[src/rtl/tcc_pkg.sv]
// Package for the thermal code converter: transfer payload types, operation and
// status codes, and the two-level PMIC sensor lookup tables.
// No dependencies.
package tcc_pkg;

  typedef logic [1:0] op_t;
  typedef logic [1:0] status_t;

  localparam op_t OP_LIN_ENC = 2'd0;
  localparam op_t OP_LIN_DEC = 2'd1;
  localparam op_t OP_TAB_ENC = 2'd2;
  localparam op_t OP_TAB_DEC = 2'd3;

  localparam status_t ST_OK     = 2'd0;
  localparam status_t ST_RANGE  = 2'd1;
  localparam status_t ST_SENSOR = 2'd2;

  typedef struct packed {
    op_t                operation;
    logic               sensor_is_pmic;
    logic signed [15:0] value;
  } tcc_in_t;

  typedef struct packed {
    logic signed [15:0] result_value;
    status_t            status;
  } tcc_out_t;

  localparam logic signed [15:0] LIN_T_MIN = -16'sd40;
  localparam logic signed [15:0] LIN_T_MAX = 16'sd120;
  localparam logic signed [15:0] LIN_C_MIN = 16'sd623;

  // Linear encode: (t + 40) * 407 / 160 computed as d * LIN_ENC_MUL >> 16.
  localparam logic [17:0] LIN_ENC_MUL = 18'd166708;
  // Linear decode: |code - 623| * 160 / 407 computed as m * LIN_DEC_MUL >> 25.
  localparam logic [23:0] LIN_DEC_MUL = 24'd13190932;

  localparam logic [2:0] COARSE_MASK = 3'h7;
  localparam logic [3:0] FINE_MASK   = 4'hF;

  function automatic logic signed [15:0] coarse_temp(input logic [2:0] idx);
    logic signed [15:0] t;
    case (idx)
      3'd0:    t = -16'sd56;
      3'd1:    t = -16'sd29;
      3'd2:    t = -16'sd2;
      3'd3:    t = 16'sd26;
      3'd4:    t = 16'sd53;
      3'd5:    t = 16'sd79;
      3'd6:    t = 16'sd106;
      3'd7:    t = 16'sd133;
      default: t = 16'sd0;
    endcase
    return t;
  endfunction

  function automatic logic signed [15:0] fine_temp(input logic [3:0] idx);
    logic signed [15:0] t;
    case (idx)
      4'd0:    t = 16'sd0;
      4'd1:    t = 16'sd2;
      4'd2:    t = 16'sd3;
      4'd3:    t = 16'sd5;
      4'd4:    t = 16'sd7;
      4'd5:    t = 16'sd8;
      4'd6:    t = 16'sd10;
      4'd7:    t = 16'sd11;
      4'd8:    t = 16'sd13;
      4'd9:    t = 16'sd15;
      4'd10:   t = 16'sd17;
      4'd11:   t = 16'sd18;
      4'd12:   t = 16'sd20;
      4'd13:   t = 16'sd21;
      4'd14:   t = 16'sd23;
      4'd15:   t = 16'sd25;
      default: t = 16'sd0;
    endcase
    return t;
  endfunction

endpackage

[src/rtl/thermal_code_converter.sv]
// Top level of the thermal code converter: input register, conversion core and
// result register. Depends on tcc_pkg and tcc_convert.
//
// Usage:
// The input channel (in_valid, in_ready, in_data) carries an operation, a sensor
// select and a 16-bit value. The result channel (out_valid, out_ready, out_data)
// returns one converted value and a status for every input transfer, in order.
// An input transfer is registered in the input register, converted by combinational
// logic and stored in the result register; out_valid rises when the result is
// loaded there, and the result transfers from the result register.
// With out_ready high the two-stage register pipeline takes one item per cycle.
// When the receiver stalls, the result register holds its transfer, and the
// input register can still take one more item; in_ready then drops until
// out_ready returns. Reset (rst_n low at a clock edge) empties both stages.
// There are no configuration registers and no state between items.
module thermal_code_converter (
  input  logic               clk,
  input  logic               rst_n,
  input  logic               in_valid,
  output logic               in_ready,
  input  tcc_pkg::tcc_in_t   in_data,
  output logic               out_valid,
  input  logic               out_ready,
  output tcc_pkg::tcc_out_t  out_data
);

  tcc_pkg::tcc_in_t  in_r;
  logic              in_valid_r;
  logic              in_valid_nxt;
  tcc_pkg::tcc_out_t out_r;
  tcc_pkg::tcc_out_t out_nxt;
  logic              out_valid_r;
  logic              out_valid_nxt;
  logic              adv;

  tcc_convert u_convert (
    .item (in_r),
    .res  (out_nxt)
  );

  assign adv      = !out_valid_r || out_ready;
  assign in_ready = !in_valid_r || adv;

  assign in_valid_nxt  = in_ready ? in_valid : in_valid_r;
  assign out_valid_nxt = adv ? in_valid_r : out_valid_r;

  always_ff @(posedge clk) begin
    if (!rst_n) begin
      in_valid_r  <= 1'b0;
      out_valid_r <= 1'b0;
    end else begin
      in_valid_r  <= in_valid_nxt;
      out_valid_r <= out_valid_nxt;
    end
  end

  always_ff @(posedge clk) begin
    if (in_ready && in_valid) begin
      in_r <= in_data;
    end
    if (adv && in_valid_r) begin
      out_r <= out_nxt;
    end
  end

  assign out_valid = out_valid_r;
  assign out_data  = out_r;

endmodule

[src/rtl/tcc_convert.sv]
// Combinational conversion core of the thermal code converter.
// Depends on tcc_pkg for payload types, codes and the lookup tables.
module tcc_convert (
  input  tcc_pkg::tcc_in_t  item,
  output tcc_pkg::tcc_out_t res
);

  logic signed [15:0] v;
  logic               enc_bad;
  logic [15:0]        enc_d;
  logic [25:0]        enc_prod;
  logic signed [15:0] enc_val;

  logic signed [15:0] dec_diff;
  logic               dec_neg;
  logic [15:0]        dec_abs;
  logic [38:0]        dec_prod;
  logic signed [15:0] dec_q;
  logic signed [15:0] dec_val;

  logic [2:0]         hi;
  logic [3:0]         lo;
  logic signed [15:0] rem;
  logic signed [15:0] tenc_val;
  logic signed [15:0] tdec_val;

  assign v = item.value;

  // Linear encode.
  assign enc_bad  = (v < tcc_pkg::LIN_T_MIN) || (v > tcc_pkg::LIN_T_MAX);
  assign enc_d    = v - tcc_pkg::LIN_T_MIN;
  assign enc_prod = enc_d[7:0] * tcc_pkg::LIN_ENC_MUL;
  assign enc_val  = tcc_pkg::LIN_C_MIN + $signed({6'd0, enc_prod[25:16]});

  // Linear decode, quotient truncated toward zero.
  assign dec_diff = $signed({1'b0, v[14:0]}) - tcc_pkg::LIN_C_MIN;
  assign dec_neg  = dec_diff[15];
  assign dec_abs  = dec_neg ? 16'(-dec_diff) : dec_diff;
  assign dec_prod = dec_abs[14:0] * tcc_pkg::LIN_DEC_MUL;
  assign dec_q    = $signed({2'd0, dec_prod[38:25]});
  assign dec_val  = dec_neg ? (tcc_pkg::LIN_T_MIN - dec_q) : (tcc_pkg::LIN_T_MIN + dec_q);

  // Table encode: coarse entry first, then fine entry on the remainder.
  always_comb begin
    hi = 3'd0;
    for (int i = 0; i < 8; i++) begin
      if (tcc_pkg::coarse_temp(3'(i)) <= v) begin
        hi = 3'(i);
      end
    end
  end

  assign rem = v - tcc_pkg::coarse_temp(hi);

  always_comb begin
    lo = 4'd0;
    for (int j = 0; j < 16; j++) begin
      if (tcc_pkg::fine_temp(4'(j)) <= rem) begin
        lo = 4'(j);
      end
    end
  end

  assign tenc_val = $signed({9'd0, hi, lo});

  // Table decode.
  assign tdec_val = tcc_pkg::coarse_temp(v[6:4] & tcc_pkg::COARSE_MASK)
                  + tcc_pkg::fine_temp(v[3:0] & tcc_pkg::FINE_MASK);

  always_comb begin
    res.result_value = 16'sd0;
    res.status       = tcc_pkg::ST_OK;
    case (item.operation)
      tcc_pkg::OP_LIN_ENC: begin
        if (enc_bad) begin
          res.status = tcc_pkg::ST_RANGE;
        end else begin
          res.result_value = enc_val;
        end
      end
      tcc_pkg::OP_LIN_DEC: begin
        res.result_value = dec_val;
      end
      tcc_pkg::OP_TAB_ENC: begin
        if (!item.sensor_is_pmic) begin
          res.status = tcc_pkg::ST_SENSOR;
        end else if (v < tcc_pkg::coarse_temp(3'd0)) begin
          res.status = tcc_pkg::ST_RANGE;
        end else begin
          res.result_value = tenc_val;
        end
      end
      tcc_pkg::OP_TAB_DEC: begin
        if (!item.sensor_is_pmic) begin
          res.status = tcc_pkg::ST_SENSOR;
        end else begin
          res.result_value = tdec_val;
        end
      end
      default: begin
        res.status = tcc_pkg::ST_OK;
      end
    endcase
  end

endmodule
[config.mk]
export PLATFORM = sky130hd
export DESIGN_NAME = thermal_code_converter
export DESIGN_NICKNAME = d
export VERILOG_FILES = /design/src/rtl/tcc_pkg.sv /design/src/rtl/thermal_code_converter.sv /design/src/rtl/tcc_convert.sv
export SDC_FILE = /design/constraint.sdc
export NUM_CORES = 1
export LEC_CHECK = 0
export ABC_AREA = 1
export BUFFER_PORTS_ARGS = -buffer_cell sky130_fd_sc_hd__buf_2
export CORE_MARGIN = 1.5
export CORE_UTILIZATION = 32
export DETAILED_ROUTE_END_ITERATION = 10
export GPL_ROUTABILITY_DRIVEN = 0
export PLACE_DENSITY = 0.43
export RECOVER_POWER = 50
export SETUP_SLACK_MARGIN = 0.05
export SLEW_MARGIN = 10
export SYNTH_ARGS = -nofsm -noshare
export SYNTH_HDL_FRONTEND = slang
export SYNTH_SLANG_ARGS = --single-unit
export TNS_END_PERCENT = 10
[constraint.sdc]
create_clock -name clk -period 10.7 [get_ports clk]
set_input_delay 2.14 -clock clk [delete_from_list [all_inputs] [get_ports clk]]
set_output_delay 2.14 -clock clk [all_outputs]
set_load 0.02 [all_outputs]
=== Word-level counts from Yosys, hierarchy flattened ===
Memory sizes are Yosys's and may differ from the RTL's. A register that Yosys moved wholly into a read port is not among the register bits.
Cells that the tools add are included.
Widths: inputs -> output; s select.

* Memories: 3
* Memory bits (read-only): 336
* Register bits after elaboration: 39
* Input port bits: 23
* Logic and storage cells: 92

{| class="wikitable"
|+ Memories
! name !! words !! width !! read ports !! clocked after Yosys merged registers in !! write ports !! line !! text
|-
| (name not given) || 8 || 16 || 1 || 1 || 0 || tcc_pkg.sv:43 || <nowiki>case (idx)</nowiki>
|-
| (name not given) || 8 || 16 || 1 || 0 || 0 || tcc_pkg.sv:43 ||
|-
| (name not given) || 16 || 5 || 1 || 1 || 0 || tcc_pkg.sv:59 || <nowiki>case (idx)</nowiki>
|}

* Equal/unequal tests: 3
* Add/sub/neg operators: 8
* Reduce and logical (&&, ||, !) cells: 8
* Mux-type cells: 36
* Multiply operators: 2
* $lt $le $gt $ge: 25

{| class="wikitable"
|+ Operators with widths
! cell !! count
|-
| $le 6x16->1 const A || 8
|-
| $le 5x16->1 const A || 5
|-
| $mux 16 || 4
|-
| $pmux 16 s4 || 1
|-
| $mul 15x22->37 const B || 1
|-
| $mux 4 || 9
|-
| $mux 3 || 11
|-
| $le 3x16->1 const A || 2
|-
| $le 4x16->1 const A || 2
|-
| $le 8x16->1 const A || 2
|-
| $lt 16x7->1 const B || 2
|-
| $mul 8x16->24 const B || 1
|-
| $add 16x16->16 || 1
|-
| $add 7x15->16 const A || 1
|-
| $gt 16x8->1 const B || 1
|-
| $le 2x16->1 const A || 1
|-
| $le 7x16->1 const A || 1
|-
| $le 9x16->1 const A || 1
|-
| $sub 15x10->16 const B || 1
|-
| $sub 16x16->16 || 1
|-
| $sub 7x15->16 const A || 1
|-
| $mux 15 || 1
|-
| $neg 15->15 || 1
|-
| $add 10x10->11 const A || 1
|-
| other kinds (11) || 22
|}

=== Longest topological paths before layout ===
Gate-level depths: netlist (run 1).
An unclocked memory read counts as a cell.

* Depth in word-level cells: 29
* Mapped depth: 45

=== Hierarchy ===
Synthesis (run 1) repeated with hierarchy kept, for this count alone.

* Cell total of the unflattened synthesis: 1,598
* Area total of the unflattened synthesis: 12,215.5 µm²

{| class="wikitable"
|+ Modules (own cells, without submodules)
! module !! cells each !! sequential area each (µm²) !! times used !! area an instance (µm²)
|-
| tcc_convert || 1,548 || 0.0 || 1 || 11,009.3
|-
| thermal_code_converter || 50 || 1,151.1 || 1 || 1,206.2
|}

=== Worst setup path before layout (run 1) ===
No wires, ideal clock.

* Path kind: register -> register
* From: register in_r[0] (netlist bit)
* To: register out_r, in the netlist out_data[15], data pin
* Data required time: 10.444 ns
* Stages on the path, launching flop included: 42
* Buffers on the path: 1
* Setup slack: 2.617 ns
* Arrival: 7.827 ns
* Cells stage by stage: edfxtp_1 inv_1 nor3_2 a21oi_1 o21ai_1 nand2_1 inv_1 nor2_1 inv_1 nor2_1 inv_2 clkbuf_1 o21ai_0 inv_1 fa_1 fa_1 inv_1 fa_1 (+6 left out) ha_1 a21oi_1 o21ai_0 a21oi_1 nand3_1 a21boi_2 xor2_1 inv_1 ha_1 inv_1 o21a_1 o21ai_1 nor2_2 nand3_1 nand2_1 nand3_1 nand3_1 nand2_1

* Longest elaborated chain between the ends: 7
* Elaborated cells between the ends (all ways): 8
* Classes of those cells: add/sub (4); mul (1); mux (3)

{| class="wikitable"
|+ Ends and longest elaborated chain
! item !! line !! text
|-
| start: declaration || thermal_code_converter.sv:27 || <nowiki>tcc_pkg::tcc_in_t in_r;</nowiki>
|-
| start signal: assignment || thermal_code_converter.sv:59 || <nowiki>in_r <= in_data;</nowiki>
|-
| $sub 15x10->16 * || tcc_convert.sv:36 || <nowiki>assign dec_diff = $signed({1'b0, v[14:0]}) - tcc_pkg::LIN_C_MIN;</nowiki>
|-
| $neg 15->15 || tcc_convert.sv:38 || <nowiki>assign dec_abs = dec_neg ? 16'(-dec_diff) : dec_diff;</nowiki>
|-
| $mux 15 || tcc_convert.sv:38 ||
|-
| $mul 15x22->37 || tcc_convert.sv:39 || <nowiki>assign dec_prod = dec_abs[14:0] * tcc_pkg::LIN_DEC_MUL;</nowiki>
|-
| $add 7x15->16 or $sub 7x15->16 (tied branches) || tcc_convert.sv:41 || <nowiki>assign dec_val = dec_neg ? (tcc_pkg::LIN_T_MIN - dec_q) : (tcc_pkg::LIN_T_MIN + dec_q);</nowiki>
|-
| $mux 16 * || tcc_convert.sv:41 ||
|-
| $pmux 16 s4 * || tcc_convert.sv:73 || <nowiki>case (item.operation)</nowiki>
|-
| end signal: assignment || thermal_code_converter.sv:62 || <nowiki>out_r <= out_nxt;</nowiki>
|-
| end: declaration || thermal_code_converter.sv:30 || <nowiki>tcc_pkg::tcc_out_t out_r;</nowiki>
|}

Every way passes the cells marked *; elsewhere a longest branch is shown, timed or not.
A chain may end at the register's enable or synchronous reset.

=== Worst setup path after layout (run 1) ===
Ends and elaborated chain as after synthesis.

==> results.md, run 1 <==
* Initial DRT Pass Iterations at 5
* Hold buffer count at CTS at 0
* Total wire length at around 36000 um
* Drt wl/cell at between 15 and 20 um
* TritonCTS clock tree: done
* Post-synthesis mux area share at 0%
* Xor and xnor area share after synthesis at between 4 and 5%
* Largest net degree at the start of global routing at 23
* Nets at around 2.1k
* Post-CTS Setup Bufs at 0
* Clock Skews at 9.50 ps
* Hold depth at 2
* Setup_tns at 0 ps
* Slew Limit Fails at 0
* Via count at about 11k
* Initial Util at 32.4%
* Clk root buf: clkbuf_16
* End of the worst hold path: out_valid$_SDFFE_PN0P_
* Die Span Y at approximately 200 um
* TritonCTS Buffers at 5
* Final setup fails at 0
* Fmax achieved at 106 MHz
* Post-Synth Adder-Cell Area at a little over two fifths
* Die area at roughly 0.041 mm^2
* Critical path type: flip-flop to flip-flop
* Hold path startpoint: in_valid_r$_SDFFE_PN0N_
* Hold Vio Cnt, Final at 0
* Via/cell ratio at around 4.7
* Post-synthesis sequential area ratio at between 10 and 15%
* Async set-reset flop share out of synthesis at 0%
* Tmin final at about 9400 ps
* DR DRC count at 0
* Hold crit path type: flip-flop to flip-flop
* Sequential cell area at about 0.0014 mm^2
* Crit. End Element: flip-flop
* Post-synthesis compound-gate area fraction at a little under 10%
* CP peak stage delay at roughly 740 ps
* Longest Clk Path Bufs at 2
* Final period util at 88.0%
* Mapped cell area at 0.0129 mm^2
* Post-synthesis simple-gate area fraction at 21.5%
* Final HPWL DP at around 32000 um
* Yosys reg bits at between 50 and 60
* Antenna Cells at 0
* R2r endpoint: out_data[15]$_SDFFCE_PP0P_
* RSZ-0062 raised after global routing: no
* H-tree levels at 2
* Clock sink total at 53
* Worst Setup SP: in_r[0]$_DFFE_PP_
* FF-to-FF Start: in_r[0]$_DFFE_PP_
* Layout Utilization at between 30% and 40%
* Total GRT Usage at 18.0%
* Worst-path clk slew at approximately 80 ps
* Average size of a mapped cell at 7.74 um^2
* Syn Nets at approximately 2.1k
* Post-Syn Instances at around 1.7k
* Post-synth cell types at between 60 and 70
* Multi-input gate area at 0.0101 mm^2
* Share of cells above drive strength 1 at around 7%
* Final hold slack at around 480 ps
* PortBufs at between 40 and 50
* Fillers at approximately 4.3k
* Relative slew margins at 23.3%
* Num rows at 73
* CP max FO at 12
* Slew @ Worst Pin at around 1200 ps
* Slowest CP cell: clkbuf_1
* Post-CTS sizing at 0
* Most frequent CP cell: inv_1
* Die W at ~200 um
* Initial antenna violation count at 0
* First-pass GRT wire length at 57800 um
* Antenna Violating Nets Remaining at 0
* EDFF count, synth at 37
* Status: complete, no violations
* Yosys warning count at 0
* GRT overflow at 0
* Placeable Area at 0.0396 mm^2
* Ports at between 40 and 50
* Largest family of logic cells by synthesized area: adder cells
* Critical Path RT at approximately 11000 ps
* # Max-Cap Violations at 0
* Worst r2r path cells at 37
* Startpoint class of the critical path: flip-flop
* Reg2reg setup slack at 1280 ps
* Area grow syn2layout at 7.32%
* WP data arrival at around 9500 ps
* Skew-Pair Late Insertion Delay at around 320 ps
* Number of global-route vias before repair at around 11k
* Ys flop type: edfxtp_1
* Starting DRT DRC Count at about 540
==> worst max-delay path: cells and delay by family, from the launching register on <==
kind | cells | cell delay (ps)
AOI/OAI and AO/OA | 7 | 1160
buffers and inverters | 9 | 1720
DFF | 1 | 660
adders and majority gates | 8 | 3630
and+or+nand+nor | 11 | 1290
xor gates and xnor gates | 2 | 690
==> per-stage QoR <==
stage | setup WS [ps] | area (um^2) | cells
after floorplan | 2620 | 12900 | 1660
after global placement | 1380 | 13700 | 2219
after detailed placement | 1430 | 13700 | 2219
after CTS | 1410 | 13800 | 2227
after global routing | 544 | 13800 | 2227
final | 1280 | 13800 | 2227
==> cell type report <==
class,count,share of cell area (%)
clock buffer,7,0.970
clock inverter,1,0.0635
inverter,344,9.38
multi-input combinational,1252,73.0
sequential,53,10.4
tap,525,4.76
timing repair buffer,45,1.46
==> how the worst max path moves through the flow <==
stage / to / slack [ps] / cells after the start
2_1_floorplan: out_data[15]$_SDFFCE_PP0P_ / 2620 / 41
3_3_place_gp: out_data[15]$_SDFFCE_PP0P_ / 1380 / 39
3_5_place_dp: out_data[15]$_SDFFCE_PP0P_ / 1430 / 41
4_1_cts: out_data[15]$_SDFFCE_PP0P_ / 1410 / 42
5_1_grt: out_data[15]$_SDFFCE_PP0P_ / 540 / 37
6_report: out_data[15]$_SDFFCE_PP0P_ / 1280 / 37
==> metal layers <==
metal  part of all wire [%]  vias to the layer above  global-route usage [%]
met2                     48                      128                    31.2
met5                      0                        -                       0
met1                     49                     4921                    24.4
li1                       -                     5436                       -
met3                    2.1                       22                    1.45
met4                    1.6                        0                    3.60
==> cell families after synthesis <==
family                     Yosys count
and+or+nand+nor                    607
adders and majority gates          377
buffers and inverters              355
AOI/OAI and AO/OA                  209
xor gates and xnor gates            59
DFF                                 53
==> cell usage after synthesis, types with 3 or more instances <==
master     instances  area, um^2
a21oi_1           75         375
a31oi_1            6        37.5
a32oi_1            3        26.3
and2_1             3        18.8
buf_2              6        30.0
clkbuf_1           3        11.3
dfxtp_1           16         320
edfxtp_1          37        1110
fa_1             102        2040
ha_1             275        3440
inv_1            333        1250
inv_2              8        30.0
nand2_1          319        1200
nand2_2           17         106
nand3_1           88         440
nand3_2            6        60.1
nand3b_1           3        22.5
nand4_1           20         125
nor2_1            94         353
nor2_2            11        68.8
nor2_4             7        78.8
nor3_1            15        75.1
nor4_1             4        25.0
o2111ai_1          3        26.3
o211ai_1           9        67.6
o211ai_2           4        50.1
o21a_1             5        37.5
o21ai_0           62         310
o21ai_1            8        40.0
o21ai_2            3        26.3
o21bai_1           3        22.5
o31ai_1            4        30.0
or2_2              9        56.3
xnor2_1           16         140
xor2_1            37         324
xor2_2             6        97.6
==> cell usage in the layout (no fill, tap or decap), types with 16 or more instances in the layout <==
master | Yosys | layout
a21oi_1 | 75 | 75
buf_2 | 6 | 23
clkbuf_1 | 3 | 22
dfxtp_1 | 16 | 16
edfxtp_1 | 37 | 37
fa_1 | 102 | 102
ha_1 | 275 | 275
inv_1 | 333 | 333
nand2_1 | 319 | 319
nand2_2 | 17 | 17
nand3_1 | 88 | 88
nand4_1 | 20 | 20
nor2_1 | 94 | 94
o21ai_0 | 62 | 62
xnor2_1 | 16 | 16
xor2_1 | 37 | 37
Power of run 1 is not shown: default switching activity piles up to over one toggle a cycle in this logic, so the estimate is an artifact.
==> run 2, diff against run 1 <==
--- a/config.mk
+++ b/config.mk
@@ -12,7 +12,7 @@
 export DETAILED_ROUTE_END_ITERATION = 10
 export GPL_ROUTABILITY_DRIVEN = 0
 export PLACE_DENSITY = 0.43
-export RECOVER_POWER = 50
+export RECOVER_POWER = 25
 export SETUP_SLACK_MARGIN = 0.05
 export SLEW_MARGIN = 10
 export SYNTH_ARGS = -nofsm -noshare
==> run 2 against run 1 <==
Net effect: wire length hardly changed; cell count unchanged; utilization increased by 0.054 points; highest routed layer unchanged.
==> results.md, run 2 (same netlist as run 1, synthesis figures left out) <==
* Longest Clk Path Bufs at 2 (unchanged)
* Most frequent CP cell: nand2_1
* Final setup fails at 0 (unchanged)
* H-tree levels at 2 (unchanged)
* Nets at 2101 (unchanged)
* Number of global-route vias before repair at 10.6k (unchanged)
* # Max-Cap Violations at 0 (unchanged)
* Most frequent cells in the layout: 333 x inv_1, 319 x nand2_1, 275 x ha_1, 102 x fa_1, 94 x nor2_1
* GRT overflow at 0 (unchanged)
* Antenna Violating Nets Remaining at 0 (unchanged)
* Crit. End Element: flip-flop
* Post-CTS sizing at 0 (unchanged)
* Num rows at 73 (unchanged)
* Post-CTS Setup Bufs at 0 (unchanged)
* Multi-input gate area at 0.0101 mm^2 (unchanged)
* Startpoint class of the critical path: flip-flop
* Hold crit path type: flip-flop to flip-flop
* CP peak stage delay at 760 ps (+20 ps)
* Area grow syn2layout at 7.48%
* TritonCTS Buffers at 5 (unchanged)
* Worst-path clk slew at 70 ps (about the same)
* Clock Skews at 9.38 ps (-0.120 ps)
* Initial DRT Pass Iterations at 5 (unchanged)
* Status: complete, no violations
* Critical path type: flip-flop to flip-flop
* Worst r2r path cells at 39 (+5.4%)
* Initial Util at 32.4% (unchanged)
* Fmax achieved at 108 MHz (+1.8%)
* Placeable Area at 0.0396 mm^2 (unchanged)
* Ports at 43 (unchanged)
* CP Buf/Inv Count at 8 (-1)
* Slowest CP cell: xor2_1
* Clock sink total at 53 (unchanged)
* WP data arrival at 9310 ps (-180 ps)
* Via count at 10.5k (-0.076%)
* Fillers at 4309 (+0.046%)
* Cell count along the critical path at 39 (+5.4%)
* Hold buffer count at CTS at 0 (unchanged)
* Total wire length at 36200 um (about the same)
* Crit-path leading delay family: adder cells
* Drt wl/cell at 16.3 um (about the same)
* Final period util at 86.4% (-1.6 points)
* TritonCTS clock tree: done
* RSZ-0062 raised after global routing: no
* DR DRC count at 0 (unchanged)
* First-pass GRT wire length at 57800 um (unchanged)
* Commonest non-fill, non-tap cell in the layout: inv_1
* Total GRT Usage at 18.0% (unchanged)
* Clk root buf: clkbuf_16
* PortBufs at 42 (unchanged)
* Slew Limit Fails at 0 (unchanged)
* Antenna Cells at 0 (unchanged)
* Largest net degree at the start of global routing at 23 (unchanged)
* Setup_tns at 0 ps (unchanged)
* Via/cell ratio at 4.71 (about the same)
* Relative slew margins at 23.4% (+0.10 points)
* Reg2reg setup slack at 1450 ps (+170 ps)
* FF-to-FF Start: in_r[4]$_DFFE_PP_
* Hold Vio Cnt, Final at 0 (unchanged)
* Slew @ Worst Pin at 1150 ps (-1.50 ps)
* Worst Setup SP: in_r[4]$_DFFE_PP_
* CP max FO at 22 (+10)
* Crit path to: out_data[12]$_DFFE_PP_
* R2r endpoint: out_data[12]$_DFFE_PP_
* Tmin final at 9250 ps (-170 ps)
* Skew-Pair Late Insertion Delay at 320 ps (about the same)
* Initial antenna violation count at 0 (unchanged)
* Share of cells above drive strength 1 at 7.87% (+0.88 points)
* Die W at 203 um (unchanged)
* Sequential cell area at 0.00143 mm^2 (unchanged)
* Final HPWL DP at 32200 um (unchanged)
* Critical Path RT at 10760 ps (about the same)
* Die area at 0.0414 mm^2 (unchanged)
* Hold path startpoint: in_valid_r$_SDFFE_PN0N_
* Die Span Y at 203 um (unchanged)
* Starting DRT DRC Count at 529 (-1.9%)
-- run 2: cell count changes in the layout (fill, tap and decap cells not counted) --
cell | before | now
buf_4 | 1 | 2
clkbuf_1 | 22 | 7
buf_2 | 23 | 37
-- run 2: how the worst min path moves through the flow --
stage                              to  slack [ps]  cells after the start
3_3_place_gp   out_valid$_SDFFE_PN0P_         490                      2
3_5_place_dp   out_valid$_SDFFE_PN0P_         490                      2
2_1_floorplan  out_valid$_SDFFE_PN0P_         450                      2
4_1_cts        out_valid$_SDFFE_PN0P_         500                      2
6_report       out_valid$_SDFFE_PN0P_         480                      2
5_1_grt        out_valid$_SDFFE_PN0P_         500                      2
-- run 2: area by class of cell --
type                            count  area share, %
Tap cell                          525           4.75
Timing Repair Buffer               45           1.61
Sequential cell                    53           10.4
Clock inverter                      1         0.0634
Multi-Input combinational cell   1252           72.9
Clock buffer                        7          0.969
Inverter                          344           9.36
-- run 2: worst reg2reg max path: cells and delay by family, from the launching register on --
family | cells | cell delay, ps
xor+xnor | 2 | 1180
compound gates | 5 | 930
flops | 1 | 660
fa+ha+maj | 9 | 3370
simple gates | 15 | 1780
buf+inv | 8 | 1070
-- run 2: routing by layer --
metal	up-vias	share of wire (%)	wire, um	GRT usage (%)
li1	5436	-	-	-
met2	127	48	17200	31.2
met3	22	2.2	800	1.45
met4	0	1.6	590	3.60
met1	4914	49	17600	24.4
met5	-	0	0	0
-- run 2: through the flow --
step | hold WS, ps | std cells | instance area [um^2] | util (%) | worst slack (ps)
floorplan | 447 | 1660 | 12900 | - | 2620
global placement | 485 | 2219 | 13700 | 34.5 | 1380
detailed placement | 489 | 2219 | 13700 | 34.5 | 1430
CTS | 502 | 2227 | 13800 | 34.9 | 1410
global route | 502 | 2227 | 13800 | 34.9 | 690
finish | 479 | 2227 | 13800 | 34.9 | 1450
Power of run 2 is left out for the same reason.
